==> src/hdl/assert_macros.svh <==
// Assertion helpers shared by the RTL. Checks compile away under SYNTHESIS.
`ifndef ASSERT_MACROS_SVH
`define ASSERT_MACROS_SVH

`ifndef SYNTHESIS

// Concurrent property checked on every rising edge outside reset
`define ASSERT_CLK(label, clk, rst, prop) \
  label: assert property (@(posedge clk) disable iff (rst) prop) \
    else $error("assertion failed: %m");

// Condition that must never hold outside reset
`define ASSERT_NEVER(label, clk, rst, cond) \
  label: assert property (@(posedge clk) disable iff (rst) !(cond)) \
    else $error("forbidden condition: %m");

`else

`define ASSERT_CLK(label, clk, rst, prop)
`define ASSERT_NEVER(label, clk, rst, cond)

`endif

`endif

==> src/hdl/pts_pkg.sv <==
// ---------------------------------------------------------------------------
// pts_pkg: shared constants and types for the table index sampler
// Table geometry, field widths and the packed layout of one table row.
// ---------------------------------------------------------------------------
`timescale 1ns / 1ps

package pts_pkg;

  localparam int NUM_ROWS  = 32;
  localparam int ROW_W     = (NUM_ROWS > 1) ? $clog2(NUM_ROWS) : 1;
  localparam int SEL_W     = 5;
  localparam int WEIGHT_W  = 32;
  localparam int COUNT_W   = 16;
  localparam int OFFSET_W  = 20;
  localparam int LOC_W     = 21;
  localparam int PROD_W    = WEIGHT_W + COUNT_W;
  localparam int DIVCNT_W  = $clog2(PROD_W);

  typedef logic [ROW_W-1:0]    row_t;
  typedef logic [SEL_W-1:0]    sel_t;
  typedef logic [WEIGHT_W-1:0] weight_t;
  typedef logic [COUNT_W-1:0]  count_t;
  typedef logic [OFFSET_W-1:0] offset_t;
  typedef logic [LOC_W-1:0]    loc_t;
  typedef logic [PROD_W-1:0]   prod_t;
  typedef logic [DIVCNT_W-1:0] divcnt_t;

  typedef struct packed {
    weight_t weight;
    count_t  count;
    offset_t offset;
  } entry_t;

  localparam int   ENTRY_W  = $bits(entry_t);
  localparam row_t LAST_ROW = row_t'(NUM_ROWS - 1);

endpackage

==> src/hdl/pts_ram.sv <==
// ---------------------------------------------------------------------------
// pts_ram: generic single-port-write, single-port-read RAM
// One write and one registered read per cycle.
// ---------------------------------------------------------------------------
`timescale 1ns / 1ps

module pts_ram #(
  parameter int WIDTH = 8,
  parameter int DEPTH = 32
) (
  input  logic                            clk,
  input  logic                            we,
  input  logic [$clog2(DEPTH)-1:0]        waddr,
  input  logic [WIDTH-1:0]                wdata,
  input  logic [$clog2(DEPTH)-1:0]        raddr,
  output logic [WIDTH-1:0]                rdata
);

  logic [WIDTH-1:0] mem [DEPTH];

  always_ff @(posedge clk) begin
    if (we) begin
      mem[waddr] <= wdata;
    end
    rdata <= mem[raddr];
  end

endmodule

==> src/hdl/pdf_table_index_sampler.sv <==
// ---------------------------------------------------------------------------
// pdf_table_index_sampler: discrete inverse-transform sampler over a row table
// Walks weight rows from first_row, then divides remaining*count by weight
// with a bit-serial restoring divider to pick an entity within the row.
// ---------------------------------------------------------------------------
//
//  channel | signals                                              | dir
//  --------+------------------------------------------------------+-----
//  in      | in_valid/in_ready, action, row_index, weight,        | in
//          | entity_count, entity_base, uniform_value             |
//  out     | out_valid/out_ready, location, chosen_row, empty_type | out
//  cfg     | cfg_valid/cfg_ready, cfg_data (first_row)            | in
//
// Load: writes the row at row_index if in range; in_ready stays high. Sample:
// walks rows (1 to NUM_ROWS, one table RAM read each; the last also forms the
// product, or all ones if its weight is zero), then a PROD_W (48) bit divide
// unless the row has zero count or weight, then the output step frees in_ready.
// The divider is one shared 33-bit compare/subtract used once per quotient bit.
// Reset is synchronous; the table RAM is not cleared. A full output register
// stalls the output step; a result waits there while the next item is taken.
`timescale 1ns / 1ps

module pdf_table_index_sampler (
  input  logic                     clk,
  input  logic                     rst,
  input  logic                     in_valid,
  output logic                     in_ready,
  input  logic                     action,
  input  logic [4:0]               row_index,
  input  logic [31:0]              weight,
  input  logic [15:0]              entity_count,
  input  logic [19:0]              entity_base,
  input  logic [31:0]              uniform_value,
  output logic                     out_valid,
  input  logic                     out_ready,
  output logic [20:0]              location,
  output logic [4:0]               chosen_row,
  output logic                     empty_type,
  input  logic                     cfg_valid,
  output logic                     cfg_ready,
  input  logic [4:0]               cfg_data
);

  `include "assert_macros.svh"

  localparam logic [2:0] S_IDLE = 3'd0;
  localparam logic [2:0] S_WALK = 3'd1;
  localparam logic [2:0] S_DIV  = 3'd2;
  localparam logic [2:0] S_DONE = 3'd3;

  logic [2:0]           state;
  logic [2:0]           state_next;
  pts_pkg::sel_t        first_row;
  pts_pkg::row_t        row;
  pts_pkg::row_t        row_next;
  pts_pkg::row_t        start_row;
  pts_pkg::weight_t     rem;
  pts_pkg::weight_t     rem_next;
  pts_pkg::entry_t      rd_entry;
  pts_pkg::entry_t      wr_entry;
  logic                 tbl_we;
  logic                 advance;
  logic                 in_fire;
  logic                 out_free;
  pts_pkg::weight_t     div_w;
  pts_pkg::count_t      cnt_r;
  pts_pkg::offset_t     off_r;
  logic                 empty_r;
  pts_pkg::prod_t       quo;
  pts_pkg::weight_t     part;
  pts_pkg::divcnt_t     div_cnt;
  logic [pts_pkg::WEIGHT_W:0] part_sh;
  logic                 part_ge;
  pts_pkg::count_t      num;

  assign in_ready  = (state == S_IDLE);
  assign cfg_ready = 1'b1;
  assign in_fire   = in_valid && in_ready;
  assign out_free  = !out_valid || out_ready;

  // Saturate the start row to the last table row
  assign start_row = (int'(first_row) > pts_pkg::NUM_ROWS - 1) ? pts_pkg::LAST_ROW
                                                                : pts_pkg::row_t'(first_row);

  assign tbl_we = in_fire && !action && (int'(row_index) < pts_pkg::NUM_ROWS);
  assign wr_entry = '{weight: weight, count: entity_count, offset: entity_base};

  pts_ram #(
    .WIDTH (pts_pkg::ENTRY_W),
    .DEPTH (pts_pkg::NUM_ROWS)
  ) u_table (
    .clk   (clk),
    .we    (tbl_we),
    .waddr (pts_pkg::row_t'(row_index)),
    .wdata (wr_entry),
    .raddr (row_next),
    .rdata (rd_entry)
  );

  assign advance = (row != pts_pkg::LAST_ROW) && (rd_entry.weight < rem);

  // Divider step: shift in the next dividend bit, subtract when it fits
  assign part_sh = {part, quo[pts_pkg::PROD_W-1]};
  assign part_ge = (part_sh >= {1'b0, div_w});

  // Clamp quotient to count-1; an empty row contributes nothing
  always_comb begin
    if (empty_r) begin
      num = '0;
    end else if (quo >= pts_pkg::prod_t'(cnt_r)) begin
      num = cnt_r - 1'b1;
    end else begin
      num = quo[pts_pkg::COUNT_W-1:0];
    end
  end

  always_comb begin
    state_next = state;
    row_next   = row;
    rem_next   = rem;
    case (state)
      S_IDLE: begin
        if (in_fire && action) begin
          state_next = S_WALK;
          row_next   = start_row;
          rem_next   = uniform_value;
        end
      end
      S_WALK: begin
        if (advance) begin
          row_next = row + 1'b1;
          rem_next = rem - rd_entry.weight;
        end else if (rd_entry.count == '0 || rd_entry.weight == '0) begin
          state_next = S_DONE;
        end else begin
          state_next = S_DIV;
        end
      end
      S_DIV: begin
        if (div_cnt == pts_pkg::divcnt_t'(pts_pkg::PROD_W - 1)) begin
          state_next = S_DONE;
        end
      end
      S_DONE: begin
        if (out_free) begin
          state_next = S_IDLE;
        end
      end
      default: begin
        state_next = S_IDLE;
      end
    endcase
  end

  always_ff @(posedge clk) begin
    if (rst) begin
      state     <= S_IDLE;
      out_valid <= 1'b0;
      first_row <= '0;
    end else begin
      state <= state_next;
      if (cfg_valid && cfg_ready) begin
        first_row <= cfg_data;
      end
      if (state == S_DONE && out_free) begin
        out_valid <= 1'b1;
      end else if (out_ready) begin
        out_valid <= 1'b0;
      end
    end
  end

  always_ff @(posedge clk) begin
    row <= row_next;
    rem <= rem_next;
    if (state == S_WALK && !advance) begin
      div_w   <= rd_entry.weight;
      cnt_r   <= rd_entry.count;
      off_r   <= rd_entry.offset;
      empty_r <= (rd_entry.count == '0);
      part    <= '0;
      div_cnt <= '0;
      // zero weight: force the clamp to count-1
      if (rd_entry.weight == '0) begin
        quo <= '1;
      end else begin
        quo <= pts_pkg::prod_t'(rem) * pts_pkg::prod_t'(rd_entry.count);
      end
    end else if (state == S_DIV) begin
      part    <= part_ge ? pts_pkg::weight_t'(part_sh - {1'b0, div_w})
                         : pts_pkg::weight_t'(part_sh);
      quo     <= {quo[pts_pkg::PROD_W-2:0], part_ge};
      div_cnt <= div_cnt + 1'b1;
    end
    if (state == S_DONE && out_free) begin
      location   <= pts_pkg::loc_t'(off_r) + pts_pkg::loc_t'(num);
      chosen_row <= pts_pkg::sel_t'(row);
      empty_type <= empty_r;
    end
  end

  `ASSERT_CLK(a_sample_starts_walk, clk, rst, in_valid && in_ready && action |=> state == S_WALK)
  `ASSERT_NEVER(a_row_in_table, clk, rst, state == S_WALK && int'(row) > pts_pkg::NUM_ROWS - 1)
  `ASSERT_NEVER(a_part_below_divisor, clk, rst, state == S_DIV && part >= div_w)
  `ASSERT_CLK(a_done_holds_on_stall, clk, rst, state == S_DONE && out_valid && !out_ready |=> state == S_DONE)

endmodule
==> config.mk <==
export PLATFORM = sky130hd
export DESIGN_NAME = pdf_table_index_sampler
export DESIGN_NICKNAME = d
export VERILOG_FILES = /design/src/hdl/pts_pkg.sv /design/src/hdl/pts_ram.sv /design/src/hdl/pdf_table_index_sampler.sv
export VERILOG_INCLUDE_DIRS = /design/src /design/src/hdl
export SDC_FILE = /design/constraint.sdc
export NUM_CORES = 2
export LEC_CHECK = 0
export BUFFER_PORTS_ARGS = -buffer_cell sky130_fd_sc_hd__buf_2
export CORE_AREA = 2 2 573 575
export CTS_CLUSTER_SIZE = 20
export DETAILED_ROUTE_END_ITERATION = 12
export DIE_AREA = 0 0 575 577
export MAX_ROUTING_LAYER = met4
export PLACE_DENSITY = 0.56
export SYNTH_ARGS = -nofsm -noshare
export SYNTH_HDL_FRONTEND = slang
export SYNTH_SLANG_ARGS = --single-unit
==> constraint.sdc <==
create_clock -name clk -period 7.95 [get_ports clk]
set_input_delay 0.3975 -clock clk [delete_from_list [all_inputs] [get_ports clk]]
set_output_delay 0.3975 -clock clk [all_outputs]
set_load 0.02 [all_outputs]
==> results.md <==
Outcome:
- The run finished with clean final reports.

STA:
- The total count of hold-check failures in the final report is 0.
- The worst slew margin relative to its limit is 13.3%.
- The number of pins with negative max-slew slack in the final report came to 0.
- The pin slew with the least headroom to its limit is 1.30 ns.
- The post-route clock period utilization is 95.2%.
- The clock arrives with 0.0679 ns of skew.
- The smallest clock period supported by the final layout is computed as 7.57 ns.
- For this run, the top clock speed supported by timing is 0.132 GHz.
- Setup violations remaining at the end of the flow were counted as 0.
- Setup repair after global routing left no endpoint under its margin.
- Adding up every negative setup slack in the final design gives 0 ns.
- The final worst-path setup slack is 0.378 ns.

Clocking:
- The master cell of the clock root buffer is sky130_fd_sc_hd__clkbuf_16.
- Clock-pin slew was measured on the worst setup and hold paths at 0.07 ns.
- The CTS sink count is 2471.
- The TritonCTS clock tree is done.
- TritonCTS created 268 clock buffers.
- The buffer levels on the longest clock path is 4.
- The later pin in the worst-skew pair is clocked with a latency of 0.90 ns.
- The H-tree depth is 5.

Placed design:
- Input and output buffers added on the ports amount to 144.
- In this run the cell area measured after placement is 120000 um2.
- The placer congestion estimate is 0.839.
- After legalization and detailed placement, the total HPWL measured 189000 um.
- The pre-CTS setup slack is 0.449 ns.

Drt:
- Before antenna repair, the detailed router went through 6 iterations.
- The routed layout has 64400 vias.
- The total wire length is 321000 um.
- The via density per instance is 5.35.
- In this run, the number of DRC markers left after iteration 0 of detailed routing was 6044.
- The remaining number of nets flagged by the antenna check after routing is 0.
- The final routed DRC violation total is 0.
- Dividing the detail-routed wire length by the instance count gives 26.6 um.

Synth:
- The count of flip-flops with a built-in enable after synthesis is 2352.
- The top cell type's share of synthesized area is 62.3%.
- Among all flip-flop cells after synthesis, the most frequent one is sky130_fd_sc_hd__edfxtp_1.
- Sorting the synthesized cells by area gives the leading types as sky130_fd_sc_hd__edfxtp_1, sky130_fd_sc_hd__mux4_2, sky130_fd_sc_hd__fa_1.
- Counting distinct cell types in the post-synthesis netlist gives 87.
- The number of warnings printed during yosys synthesis is 0.
- The synthesized design contains 2471 register bits.
- The async set-reset flop share out of synthesis is 0%.
- The synthesized area divided by synthesized cell count is 16.0 um2.
- Counting every net in the synthesized netlist gives 7860.
- In this run the cell area of the synthesized design comes to 113000 um2.
- The sequential-to-total area share from yosys stat is 64.4%.
- The library cell with the largest summed area after synthesis is sky130_fd_sc_hd__edfxtp_1.
- Synthesis produced 7099 cells.

Floorplan:
- The starting density of the core is 34.8%.
- The core box area is 326000 um2.
- The die area is 332000 um2.
- The I/O pin count is 146.
- The floorplan has 210 rows.
- The floorplan die height is 577 um.
- The die is 575 um wide.

Critical path:
- The type of the setup path with the least slack is register to register.
- Of all nets on the critical path, the largest fanout is 17.
- Data on the critical path arrives at its endpoint at 8.15 ns.
- The worst flop-to-flop path startpoint is rem[19]$_DFFE_PP_.
- Tracing the worst setup path back leads to its startpoint at rem[19]$_DFFE_PP_.
- The element type at the critical path start is a register.
- In this run the critical register-to-register path is captured at quo[46]$_DFFE_PP_.
- The worst setup path is captured at a register.
- Measured in cells, the most critical reg-to-reg path has a length of 22.
- The required time of the critical path is 8.53 ns.
- The worst setup slack for register-to-register paths is 0.38 ns.

Cells and area:
- The register area is 73000 um2.
- Once layout is done, the placed cells without fillers occupy 130000 um2.
- The synthesis-to-finish area growth is 14.5%.
- After filler insertion, the fill cell instance count of the layout stands at 29700.
- In the layout the commonest cells are sky130_fd_sc_hd__edfxtp_1, sky130_fd_sc_hd__nand2_1, sky130_fd_sc_hd__inv_1.
- Summing all multi-input logic gate instances after layout gives 36800 um2.
- The fraction of final layout cells with drive strength greater than 1 is 16.1%.
- The final net count is 8232.
- The most common cell after layout, fill and taps aside is sky130_fd_sc_hd__edfxtp_1.

Min path:
- For hold timing, the worst endpoint is u_table.mem[12][11]$_DFFE_PP_.
- The worst hold path startpoint is entity_base[11].
- The worst hold path depth is 1.
- The tightest min-delay check is of the input pin to register type.

Global routing:
- Entering global routing, the biggest net connects 125 pins.
- The via count of the first global-routing pass is 65300.
- The first global-routing pass estimated 464000 um of wire.
- The initial antenna violation count is 48.
- The overall track demand over capacity in global routing is 19.7%.
- Global routing finished with a remaining overflow of 0.

Run:
- The max-cap violation count is 0.
-- per-layer routing --
metal / GRT usage [%] / vias up / share of wire, %
met4: 4.31 / 0 / 2.2
met5: - / - / 0
met2: 32.8 / 2272 / 50
met3: 2.77 / 458 / 6.2
met1: 25.6 / 34300 / 42
li1: - / 27400 / -
-- flip-flops by register name, indices dropped and copies added, names as in the netlist --
| name | flops |
|---|---|
| out_valid | 1 |
| u_table.mem | 2176 |
| div_w | 32 |
| row | 5 |
| quo | 48 |
| u_table.rdata | 68 |
| part | 32 |
| first_row | 5 |
| empty_type | 1 |
| empty_r | 1 |
| state | 2 |
| rem | 32 |
| cnt_r | 16 |
| chosen_row | 5 |
| location | 21 |
| off_r | 20 |
| div_cnt | 6 |
-- how the worst max path moves through the flow --
| stage | slack, ns | depth (start not counted) | endpoint |
|---|---|---|---|
| finish | 0.38 | 22 | quo[46]$_DFFE_PP_ |
| global route | 0.006 | 22 | quo[46]$_DFFE_PP_ |
| CTS | 0.38 | 22 | quo[46]$_DFFE_PP_ |
| detailed placement | 0.45 | 21 | quo[40]$_DFFE_PP_ |
| global placement | 0.48 | 21 | quo[40]$_DFFE_PP_ |
| floorplan | 1.16 | 23 | quo[39]$_DFFE_PP_ |
-- final cells by class --
| type | instances | area share, % |
|---|---|---|
| Sequential cell | 2471 | 56.2 |
| Tap cell | 4346 | 4.19 |
| Antenna cell | 19 | 0.0366 |
| Clock buffer | 348 | 5.60 |
| Multi-Input combinational cell | 3719 | 28.3 |
| Inverter | 559 | 1.63 |
| Timing Repair Buffer | 452 | 2.92 |
| Clock inverter | 135 | 1.09 |
-- critical path, cell delays in order, from the launching register on --
cell and delay (ns):
sky130_fd_sc_hd__edfxtp_1 0.87, sky130_fd_sc_hd__nand2_1 0.18, sky130_fd_sc_hd__fa_1 0.56, sky130_fd_sc_hd__inv_1 0.05, sky130_fd_sc_hd__fa_1 0.50, sky130_fd_sc_hd__fa_1 0.57, sky130_fd_sc_hd__fa_1 0.43, sky130_fd_sc_hd__fa_1 0.50
sky130_fd_sc_hd__inv_1 0.05, sky130_fd_sc_hd__fa_1 0.48, sky130_fd_sc_hd__inv_1 0.04, sky130_fd_sc_hd__ha_1 0.37, sky130_fd_sc_hd__and3_1 0.22, sky130_fd_sc_hd__and4_1 0.22, sky130_fd_sc_hd__and3_1 0.19, sky130_fd_sc_hd__nand2_1 0.07
sky130_fd_sc_hd__o311ai_0 0.63, sky130_fd_sc_hd__a41o_1 0.38, sky130_fd_sc_hd__nor2b_1 0.27, sky130_fd_sc_hd__nor4b_1 0.10, sky130_fd_sc_hd__a221oi_1 0.30, sky130_fd_sc_hd__xnor2_1 0.17, sky130_fd_sc_hd__a21oi_1 0.09
-- cell usage after synthesis, types with 19 or more instances --
master / count
sky130_fd_sc_hd__a21o_1: 62
sky130_fd_sc_hd__a21oi_1: 199
sky130_fd_sc_hd__a22oi_1: 208
sky130_fd_sc_hd__a31oi_1: 30
sky130_fd_sc_hd__a32oi_1: 68
sky130_fd_sc_hd__and2_1: 209
sky130_fd_sc_hd__and3_1: 20
sky130_fd_sc_hd__buf_2: 112
sky130_fd_sc_hd__buf_6: 45
sky130_fd_sc_hd__clkbuf_1: 181
sky130_fd_sc_hd__dfxtp_1: 119
sky130_fd_sc_hd__edfxtp_1: 2352
sky130_fd_sc_hd__fa_1: 421
sky130_fd_sc_hd__ha_1: 224
sky130_fd_sc_hd__inv_1: 554
sky130_fd_sc_hd__mux2_2: 26
sky130_fd_sc_hd__mux2i_1: 228
sky130_fd_sc_hd__mux4_2: 408
sky130_fd_sc_hd__nand2_1: 674
sky130_fd_sc_hd__nand2b_1: 19
sky130_fd_sc_hd__nand3_1: 162
sky130_fd_sc_hd__nand4_1: 93
sky130_fd_sc_hd__nor2_1: 204
sky130_fd_sc_hd__nor2b_1: 26
sky130_fd_sc_hd__nor3_1: 36
sky130_fd_sc_hd__nor4_1: 26
sky130_fd_sc_hd__o21ai_0: 88
sky130_fd_sc_hd__xnor2_1: 84
sky130_fd_sc_hd__xor2_1: 43
-- logic make-up after synthesis --
logic type | share of synthesized area [%]
other | 0.00331
buffers and inverters | 3.47
adders and majority gates | 9.91
DFF | 64.4
xor gates and xnor gates | 0.995
and+or+nand+nor | 6.24
muxes | 10.4
AOI/OAI and AO/OA | 4.62
-- stage by stage --
step / std cells / hold WS, ns / util (%)
detailed placement: 11400 / 0.389 / 36.8
global placement: 11400 / 0.388 / 36.8
finish: 12000 / 0.0665 / 39.9
CTS: 12000 / 0.00442 / 39.8
global route: 12000 / 0.0480 / 39.8
floorplan: 7099 / 0.386 / -
-- what timing repair did --
| action | 4_1_cts | 5_1_grt |
|---|---|---|
| hold buffers | 109 | 0 |
| setup endpoints to repair | 0 | 2 |
| hold endpoints to repair | 1744 | 0 |
| resized for setup | 0 | 2 |
| buffers inserted | 0 | 7 |
Power is not shown: default switching activity piles up to over one toggle a cycle in this logic, so the estimate is an artifact.
